--- config.mk ---
export PLATFORM = sky130hd
export DESIGN_NAME = dsdv_ctrl
export DESIGN_NICKNAME = d
export VERILOG_FILES = /design/src/rtl/dsdv_pkg.sv /design/src/rtl/dsdv_ctrl.sv
export SDC_FILE = /design/constraint.sdc
export NUM_CORES = 1
export LEC_CHECK = 0
export BUFFER_PORTS_ARGS = -buffer_cell sky130_fd_sc_hd__buf_2
export CELL_PAD_IN_SITES_DETAIL_PLACEMENT = 1
export CELL_PAD_IN_SITES_GLOBAL_PLACEMENT = 2
export CORE_ASPECT_RATIO = 0.6
export CORE_UTILIZATION = 28
export DETAILED_ROUTE_END_ITERATION = 8
export PLACE_DENSITY = 0.78
export SLEW_MARGIN = 20
export SYNTH_ARGS = -nofsm -noshare
export SYNTH_HDL_FRONTEND = slang
export SYNTH_SLANG_ARGS = --single-unit
--- constraint.sdc ---
create_clock -name clk -period 2 [get_ports clk]
set_input_delay 0.1 -clock clk [delete_from_list [all_inputs] [get_ports clk]]
set_output_delay 0.1 -clock clk [all_outputs]
set_load 0.1 [all_outputs]
--- src/rtl/dsdv_pkg.sv ---
// Package: shared constants, types and command/status structs for the route table engine.
package dsdv_pkg;

  localparam int NODES  = 64;
  localparam int ID_W   = 6;
  localparam int COST_W = 16;
  localparam int SEQ_W  = 32;
  localparam int CNT_W  = $clog2(NODES + 1);

  localparam logic [1:0] MODE_ADV  = 2'd0;
  localparam logic [1:0] MODE_LINK = 2'd1;
  localparam logic [1:0] MODE_READ = 2'd2;

  localparam logic CFG_SELF = 1'b0;
  localparam logic CFG_INF  = 1'b1;
  localparam int   CFG_W    = 16;

  localparam logic [COST_W-1:0] INF_RESET = 16'hFFFF;

  typedef struct packed {
    logic [ID_W-1:0]   hop;
    logic [COST_W-1:0] cost;
    logic [SEQ_W-1:0]  seq;
  } rt_data_t;

  typedef enum logic [1:0] {
    RD_NONE,
    RD_ITEM,
    RD_SWEEP,
    RD_SELF
  } rd_sel_t;

  typedef struct packed {
    logic            load;
    rd_sel_t         rd_sel;
    logic [ID_W-1:0] sweep_idx;
    logic            exec;
    logic            sweep_wr;
    logic            self_wr;
    logic            res_exec;
    logic            res_rd;
  } cmd_t;

  typedef struct packed {
    logic link;
    logic sweep_req;
    logic bump;
    logic out_free;
  } sts_t;

endpackage

--- src/rtl/dsdv_ctrl.sv ---
// Controller: sequences reads, updates, sweeps and result loading for one item.
module dsdv_ctrl (
  input  logic          clk,
  input  logic          rst_n,
  input  logic          in_valid,
  output logic          in_ready,
  input  dsdv_pkg::sts_t sts,
  output dsdv_pkg::cmd_t cmd
);

  typedef enum logic [3:0] {
    S_IDLE,
    S_READ,
    S_EXEC,
    S_SWEEP,
    S_SELF_RD,
    S_SELF_WR,
    S_RES_RD,
    S_RES
  } state_t;

  localparam logic [dsdv_pkg::CNT_W-1:0] CNT_END = dsdv_pkg::CNT_W'(dsdv_pkg::NODES);

  state_t                     state_r, state_nxt;
  logic [dsdv_pkg::CNT_W-1:0] cnt_r, cnt_nxt;

  // Decode commands and next state
  always_comb begin
    state_nxt = state_r;
    cnt_nxt   = cnt_r;
    cmd       = '0;
    cmd.rd_sel = dsdv_pkg::RD_NONE;
    cmd.sweep_idx = cnt_r[dsdv_pkg::ID_W-1:0];
    in_ready  = 1'b0;
    unique case (state_r)
      S_IDLE: begin
        in_ready = 1'b1;
        if (in_valid) begin
          cmd.load  = 1'b1;
          state_nxt = S_READ;
        end
      end
      S_READ: begin
        cmd.rd_sel = dsdv_pkg::RD_ITEM;
        state_nxt  = S_EXEC;
      end
      S_EXEC: begin
        if (!sts.link) begin
          if (sts.out_free) begin
            cmd.exec     = 1'b1;
            cmd.res_exec = 1'b1;
            state_nxt    = S_IDLE;
          end
        end else begin
          cmd.exec = 1'b1;
          cnt_nxt  = '0;
          if (sts.sweep_req) begin
            state_nxt = S_SWEEP;
          end else begin
            state_nxt = S_SELF_RD;
          end
        end
      end
      S_SWEEP: begin
        if (cnt_r != CNT_END) begin
          cmd.rd_sel = dsdv_pkg::RD_SWEEP;
        end
        cmd.sweep_wr = (cnt_r != '0);
        cnt_nxt = cnt_r + dsdv_pkg::CNT_W'(1);
        if (cnt_r == CNT_END) begin
          state_nxt = S_SELF_RD;
        end
      end
      S_SELF_RD: begin
        if (sts.bump) begin
          cmd.rd_sel = dsdv_pkg::RD_SELF;
          state_nxt  = S_SELF_WR;
        end else begin
          cmd.rd_sel = dsdv_pkg::RD_ITEM;
          state_nxt  = S_RES;
        end
      end
      S_SELF_WR: begin
        cmd.self_wr = 1'b1;
        state_nxt   = S_RES_RD;
      end
      S_RES_RD: begin
        cmd.rd_sel = dsdv_pkg::RD_ITEM;
        state_nxt  = S_RES;
      end
      S_RES: begin
        if (sts.out_free) begin
          cmd.res_rd = 1'b1;
          state_nxt  = S_IDLE;
        end
      end
      default: state_nxt = S_IDLE;
    endcase
  end

  // Hold state and sweep counter
  always_ff @(posedge clk) begin
    if (!rst_n) begin
      state_r <= S_IDLE;
      cnt_r   <= '0;
    end else begin
      state_r <= state_nxt;
      cnt_r   <= cnt_nxt;
    end
  end

endmodule

==> results of run 1 <==
-- cell usage in the layout, fill, tap and decap left out, types with 3 or more instances in the layout --
cell type and count:
buf_2 18, dfxtp_1 10, nand2_1 9, inv_1 8, buf_4 8, o21ai_0 5, nand2b_1 4, nor3_1 4
a21oi_1 4, nor2_2 3, nor2_1 3, nand3_1 3, clkbuf_8 3, buf_12 3
-- sequential cells by signal, indices dropped and copies added (netlist names) --
name and cells:
state_r 4, cnt_r 7
-- power by group --
group          switching, mW  internal (mW)
clock                 0.0934          0.141
sequential           0.00678          0.222
combinational         0.0574         0.0231
-- critical path: stages, from the launching register on --
cell and delay (ns):
dfxtp_1 0.31, inv_1 0.05, ha_1 0.14, or4b_4 0.48, o311ai_2 0.22, buf_4 0.16, a21oi_4 0.06, buf_12 0.16
-- cell families after synthesis --
logic type                 synth area share (%)
AOI/OAI and AO/OA                          21.3
adders and majority gates                  3.11
buffers and inverters                      12.3
DFF                                        27.4
muxes                                      2.49
other                                     0.467
and+or+nand+nor                            32.9
-- path summary, 6_finish.rpt --
kind,end,start,cells after the start,slack (ns)
max,cmd[12],cnt_r[0],7,0.08
min,state_r[1],rst_n,2,0.16
max reg2reg,state_r[1],cnt_r[0],5,0.34
min reg2reg,cnt_r[6],cnt_r[6],2,0.53
-- area by class of cell --
| class | count | area [µm²] |
|---|---|---|
| Inverter | 8 | 30.0 |
| Timing Repair Buffer | 29 | 210 |
| Multi-Input combinational cell | 75 | 557 |
| Fill cell | 335 | 1510 |
| Sequential cell | 11 | 221 |
| Tap cell | 32 | 40.0 |
| Clock buffer | 4 | 45.0 |
-- per-layer routing --
layer  vias up  wire length, µm  track usage (%)
li1        420                -                -
met1       405             1280             24.3
met2        15              951             23.8
met3         3               95             5.58
met4         0               13             3.60
met5         -                0                0
-- repair_timing --
action                                  4_1_cts  5_1_grt
gates cloned                                  0        0
endpoints found under the hold margin         0        0
endpoints found under the setup margin        1        1
pin swaps                                     0        0
resized for setup                             3        3
==> run_results.csv, run 1 <==
group,metric,value,unit
drt,drcViolationCount,0,
yosys,synthTopCellsByArea,"dfxtp_1 (27%), buf_4 (5.6%), nand2_1 (4.2%)",
drt,num_vias,843,
sta,drv_slew,0,
yosys,synth_top_area_cell,"dfxtp_1",
sta,hold-worst-slack,0.159,ns
layout,drive_gt1_share,36.2,%
critical_path,arrival,1.82,ns
sta,fmax,520,MHz
yosys,ys_ff_latch,11,
cts,post-cts-setup-buffers,0,
yosys,synth_most_common_cell,"dfxtp_1",
power_and_ir_drop,leakagePower,0.406,nW
sta,layout_setup_ws,0.0757,ns
power_and_ir_drop,p_total,544,µW
drt,vias_per_cell,5.30,
critical_path,worst-setup-path-type,"flip-flop to output port",
yosys,ys_types,39,
sta,finalCritPeriodShare,96.2,%
cts,cts_sinks,11,
place,placed_area,1040,µm²
die,die_h,43.5,µm
cts,cts_tree,"yes",
grt,antenna_found_initial,0,
yosys,synth_area,803,µm²
sta,setup_viol,0,
power_and_ir_drop,ir_drop,315,µV
drt,antenna_left,0,
place,dp_hpwl,1850,µm
cts,clk_pin_slew,0.06,ns
sta,tns,0,ns
critical_path,start_kind,"flip-flop",
cts,cts_hold_buf,0,
worst_hold_path,hold_class,"input pin to flip-flop",
place,io_buffers,21,
drt,totalWireLength,2340,µm
critical_path,crit_fanout,3,
sta,relSlewSlack,66.2,%
layout,fin_util,42.3,%
layout,final_nets,137,
die,placementRows,14,
cts,cts_root_buf,"clkbuf_8",
place,dp_cells,155,
cts,htreeDepth,1,
cts,insertion_delay,0.25,ns
sta,worst_pin_slew,0.506,ns
layout,design_area,1100,µm²
drt,wl_per_cell,14.7,µm
cts,cts_buffers,3,
die,die_w,71.1,µm
place,place_ws,0.123,ns
run,cap_violations,0,
yosys,netlist.area_leader.share,27.4,%
drt,drt-initial-drc-count,35,
layout,area_delta_synth_final,37.4,%
place,globalplace.congestion,0.737,
yosys,synth_async_sr_flop_share,0,%
grt,grt_usage,16.7,%
grt,grt_pass1_wl,3860,µm
yosys,syn_nets,115,
grt,grt_pass1_vias,804,
sta,hold_viol,0,
die,start_util,30.8,%
layout,instances_no_fill,159,
yosys,netlist_instances,106,
die,ioPinCount,22,
drt,dr.pass1.iters,6,
layout,insertedDiodeCount,0,
cts,cts_max_path_buffers,2,
yosys,synth_common_cells,"dfxtp_1 (11), nand2_1 (9), inv_1 (8)",
outcome,status,"finished, final reports clean",
yosys,synthFlopType,"dfxtp_1",
power_and_ir_drop,power_density,493,nW/µm²
sta,fin_skew,0.00556,ns
yosys,ys.warnings.count,0,
critical_path,end_kind,"output port",
yosys,synth_edf_count,0,
yosys,ys_seq_area_share,27.4,%
critical_path,crit_required,1.90,ns
yosys,avgSynthCellArea,7.58,µm²
sta,finalCriticalPeriod,1.92,ns
grt,grt_max_degree,18,
die,die_area,3090,µm²
grt,overflow,0,
sta,rsz0062_at_grt,"true",
die,core_area,2610,µm²
Power figures use the tool's default switching activity.
==> run 2: changes to the inputs <==
Settings changed: RECOVER_POWER from default to 100.
==> run 2 against run 1 <==
  * Cell area fell by 1.2%
  * First-iteration DRC count fell by 29%
  * Count of clock-buffer cells in the layout did not move
  * Global-route usage did not move
  * Critical path type unchanged
  * Largest power group unchanged
==> run_results.csv, run 2 (same netlist as run 1, synthesis figures left out) <==
group,metric,value,unit
die,die_w,71.1,µm
place,globalplace.congestion,0.737,
power_and_ir_drop,leakagePower,0.373,nW
grt,grt_pass1_wl,3860,µm
critical_path,crit_fanout,3,
critical_path,start_kind,"flip-flop",
place,dp_hpwl,1850,µm
cts,htreeDepth,1,
layout,drive_gt1_share,29.9,%
drt,antenna_left,0,
layout,fillers,334,
die,ioPinCount,22,
layout,insertedDiodeCount,0,
die,die_h,43.5,µm
layout,top_register,"cnt_r",
grt,antenna_found_initial,0,
power_and_ir_drop,combPwrFrac,14.7,%
worst_hold_path,hold_class,"input pin to flip-flop",
layout,reg_top3,"cnt_r (7), state_r (4)",
grt,grt_usage,16.7,%
place,io_buffers,21,
power_and_ir_drop,p_sw,158,µW
layout,largest_reg_flops,7,
sta,setup_viol,0,
grt,overflow,0,
drt,dr.pass1.iters,6,
power_and_ir_drop,p_clk_share,43.1,%
cts,cts_root_buf,"clkbuf_8",
critical_path,end_kind,"output port",
layout,multi_input_area,554,µm²
sta,fmax,520,MHz
power_and_ir_drop,p_total,544,µW
cts,insertion_delay,0.25,ns
critical_path,crit_required,1.90,ns
drt,totalWireLength,2340,µm
grt,grt_max_degree,18,
outcome,status,"finished, final reports clean",
layout,fin_util,41.8,%
sta,finalCriticalPeriod,1.92,ns
die,die_area,3090,µm²
run,cap_violations,0,
sta,finalCritPeriodShare,96.2,%
critical_path,arrival,1.82,ns
cts,clk_pin_slew,0.06,ns
power_and_ir_drop,swShare,29.0,%
drt,drcViolationCount,0,
sta,hold_viol,0,
sta,worst_pin_slew,1.16,ns
die,start_util,30.8,%
layout,regArea,221,µm²
critical_path,worst-setup-path-type,"flip-flop to output port",
sta,fin_skew,0.00528,ns
cts,cts_buffers,3,
die,placementRows,14,
power_and_ir_drop,intPower,386,µW
cts,cts_max_path_buffers,2,
drt,drt-initial-drc-count,25,
power_and_ir_drop,power_density,499,nW/µm²
power_and_ir_drop,ir_drop,315,µV
cts,cts_sinks,11,
cts,cts_hold_buf,0,
drt,vias_per_cell,5.33,
layout,final_nets,137,
sta,rsz0062_at_grt,"true",
cts,cts_tree,"yes",
grt,grt_pass1_vias,804,
sta,drv_slew,0,
power_and_ir_drop,seq_power_share,42.1,%
drt,wl_per_cell,14.7,µm
layout,mostFrequentLayoutCell,"dfxtp_1",
die,core_area,2610,µm²
drt,num_vias,847,
layout,area_delta_synth_final,35.7,%
sta,relSlewSlack,23.0,%
layout,layout_common_cells,"dfxtp_1 (10), nand2_1 (9), inv_1 (8), clkbuf_1 (8)",
## run 2: cell types whose count changed in the layout (fill, tap and decap cells not counted)
cell / change
buf_2: -11
clkbuf_1: +7
clkbuf_2: +5
buf_4: -1
nor2_1: +1
nor2_2: -1
## run 2: path summary, 6_finish.rpt
| check | startpoint | to | slack, ns | cells after the start |
|---|---|---|---|---|
| hold reg to reg | cnt_r[6] | cnt_r[6] | 0.53 | 2 |
| setup reg to reg | state_r[1] | cnt_r[3] | 0.22 | 5 |
| setup / recovery | cnt_r[0] | cmd[12] | 0.08 | 7 |
| hold / removal | rst_n | state_r[1] | 0.16 | 2 |
## run 2: per-layer routing
metal  wire [µm]  global-route usage [%]
met1        1270                    24.3
met3         102                    5.58
met5           0                       0
met4          13                    3.60
met2         949                    23.8
## run 2: area by class of cell
class | instances | share of cell area, %
timing repair buffer | 29 | 18.3
inverter | 8 | 2.76
clock buffer | 4 | 4.13
tap | 32 | 3.67
sequential | 11 | 20.3
multi-input combinational | 75 | 50.9
## run 2: through the flow
| step | cell area [µm²] | worst slack, ns | cells | TNS [ns] | hold WS [ns] |
|---|---|---|---|---|---|
| after floorplan | 880 | -0.414 | 106 | -0.414 | 0.226 |
| after global placement | 1040 | 0.130 | 155 | 0 | 0.412 |
| after detailed placement | 1040 | 0.123 | 155 | 0 | 0.418 |
| after CTS | 1090 | 0.0270 | 159 | 0 | 0.156 |
| after global routing | 1090 | -0.0177 | 159 | -0.0177 | 0.173 |
| final | 1090 | 0.0754 | 159 | 0 | 0.158 |
## run 2: worst max-delay path, stage by stage (launching register included)
cell	delay, ns
dfxtp_1	0.31
inv_1	0.05
ha_1	0.14
or4b_4	0.48
o311ai_2	0.22
buf_4	0.16
a21oi_4	0.06
buf_12	0.16
## run 2: repair_timing
item	CTS	global route
buffers inserted	0	0
setup endpoints to repair	1	1
cloned	0	0
gates resized for setup	3	3
endpoints found under the hold margin	0	0
## run 2: power by group through the flow
| stage | clock network [mW] | registers (mW) | logic [mW] |
|---|---|---|---|
| after CTS | 0.240 | 0.229 | 0.0804 |
| after floorplan | 0 | 0.229 | 0.0597 |
| after global routing | 0.247 | 0.229 | 0.0861 |
| after detailed placement | 0 | 0.233 | 0.0800 |
| final | 0.234 | 0.229 | 0.0801 |
| after global placement | 0 | 0.234 | 0.0792 |
==> run 3: changes to the inputs <==
Settings changed: BUFFER_PORTS_ARGS -buffer_cell sky130_fd_sc_hd__buf_2 to default, CORE_UTILIZATION 28 to 33, DONT_BUFFER_PORTS from default to 1, PLACE_DENSITY 0.78 to 0.76.
==> run 3 against run 2 <==
  * Critical path depth unchanged
  * Fmax shrank 1.4%
  * Combinational power decreased by 9.5%
  * Largest cell class unchanged
  * Largest power group is now registers
==> run_results.csv, run 3 (same netlist as run 1, synthesis figures left out) <==
group,metric,value,unit
cts,cts_buffers,3,
layout,reg_top3,"cnt_r (7), state_r (4)",
grt,grt_usage,21.0,%
sta,hold_viol,0,
layout,largest_reg_flops,7,
power_and_ir_drop,ir_drop,211,µV
grt,grt_max_degree,18,
sta,drv_slew,0,
layout,layout_common_cells,"nand2_1 (9), dfxtp_1 (9), buf_4 (9)",
sta,finalCritPeriodShare,97.6,%
layout,regArea,223,µm²
drt,antenna_left,0,
drt,drt-met1-wl,1250,µm
critical_path,crit_fanout,3,
critical_path,crit_required,1.90,ns
critical_path,end_kind,"output port",
layout,fillers,275,
die,die_h,40.2,µm
critical_path,worst-setup-path-type,"flip-flop to output port",
layout,multi_input_area,566,µm²
cts,cts_max_path_buffers,2,
drt,vias_per_cell,5.48,
layout,top_register,"cnt_r",
cts,post-cts-setup-buffers,0,
critical_path,crit_family,"simple AND/OR/NAND/NOR gates",
die,core_area,2230,µm²
sta,layout_setup_ws,0.0475,ns
cts,insertion_delay,0.24,ns
die,placementRows,13,
critical_path,path_cells,"inv_1 > ha_1 > or4b_4 > o311ai_4 > buf_4 > a21oi_4 > buf_12",
drt,drcViolationCount,0,
sta,hold-worst-slack,0.0122,ns
drt,dr_wl_met3,117,µm
sta,relSlewSlack,54.3,%
critical_path,start_kind,"flip-flop",
place,io_buffers,0,
sta,fin_skew,0.00583,ns
place,globalplace.congestion,0.776,
grt,overflow,0,
grt,antenna_found_initial,0,
drt,num_vias,816,
sta,finalCriticalPeriod,1.95,ns
critical_path,cp_slowest_stage_delay,0.49,ns
critical_path,crit_buf_inv,3,
grt,grt_pass1_vias,771,
die,ioPinCount,22,
layout,area_delta_synth_final,38.2,%
power_and_ir_drop,power_density,482,nW/µm²
worst_hold_path,min_from,"rst_n",
drt,drt-initial-drc-count,30,
outcome,status,"finished, final reports clean",
cts,clk_pin_slew,0.06,ns
grt,grt_pass1_wl,3840,µm
cts,cts_tree,"yes",
die,die_area,2640,µm²
layout,insertedDiodeCount,0,
drt,dr.pass1.iters,4,
layout,drive_gt1_share,31.9,%
die,start_util,36.0,%
drt,highest_layer,"met4",
place,place_ws,0.151,ns
run,cap_violations,0,
drt,totalWireLength,2530,µm
layout,final_nets,129,
cts,cts_root_buf,"clkbuf_8",
critical_path,startpoint,"cnt_r[0]",
sta,fmax,512,MHz
place,dp_hpwl,1940,µm
critical_path,worstReg2RegStart,"cnt_r[3]",
sta,rsz0062_at_grt,"true",
drt,met2_length,1150,µm
worst_hold_path,hold_class,"input pin to flip-flop",
sta,setup_viol,0,
cts,htreeDepth,1,
die,die_w,65.7,µm
power_and_ir_drop,leakagePower,0.374,nW
critical_path,critPathSlowestCell,"or4b_4",
sta,worst_pin_slew,0.669,ns
cts,cts_sinks,11,
critical_path,arrival,1.85,ns
drt,wl_per_cell,17.0,µm
==> run 3: timing repair <==
| action | in CTS | in global routing |
|---|---|---|
| gates resized for setup | 2 | 2 |
| endpoints found under the hold margin | 2 | 0 |
| hold buffers | 1 | 0 |
| setup endpoints to repair | 1 | 2 |
==> run 3: through the flow <==
stage	cells	area (µm²)	TNS (ns)	power (mW)	utilization, %
2_1_floorplan	106	880	-0.414	0.289	-
3_3_place_gp	144	1050	0	0.305	47.2
3_5_place_dp	144	1050	0	0.308	47.2
4_1_cts	149	1110	0	0.546	50.0
5_1_grt	149	1110	-0.0405	0.563	49.8
6_report	149	1110	0	0.535	49.8
==> run 3: final timing paths <==
| check | to | slack, ns | cells after the start |
|---|---|---|---|
| worst max-delay path | cmd[12] | 0.05 | 7 |
| worst min register to register | cnt_r[6] | 0.57 | 2 |
| worst min-delay path | cnt_r[4] | 0.01 | 2 |
| worst max register to register | cnt_r[6] | 0.25 | 4 |
==> run 3: cell type report <==
class | instances | area share (%)
Inverter | 8 | 2.71
Multi-Input combinational cell | 75 | 51.0
Sequential cell | 11 | 20.1
Clock buffer | 3 | 3.72
Tap cell | 30 | 3.38
Timing Repair Buffer | 21 | 18.7
Clock inverter | 1 | 0.451
==> run 3: routing by layer <==
metal | vias up | global-route usage, %
met2 | 18 | 34.9
met3 | 2 | 6.82
li1 | 406 | -
met4 | 0 | 3.26
met1 | 390 | 27.2
met5 | - | 0
==> run 3: worst reg2reg max path, cell delays in order, from the launching register on <==
cell and delay (ns):
dfxtp_1 0.35, clkbuf_2 0.53, nand2_1 0.16, nor4_1 0.40, mux2i_1 0.25
==> run 3: power breakdown <==
part | switching [mW] | leakage (nW) | internal (mW)
clock network | 0.0929 | 0.0255 | 0.137
registers | 0.0101 | 0.0900 | 0.222
logic | 0.0479 | 0.258 | 0.0246
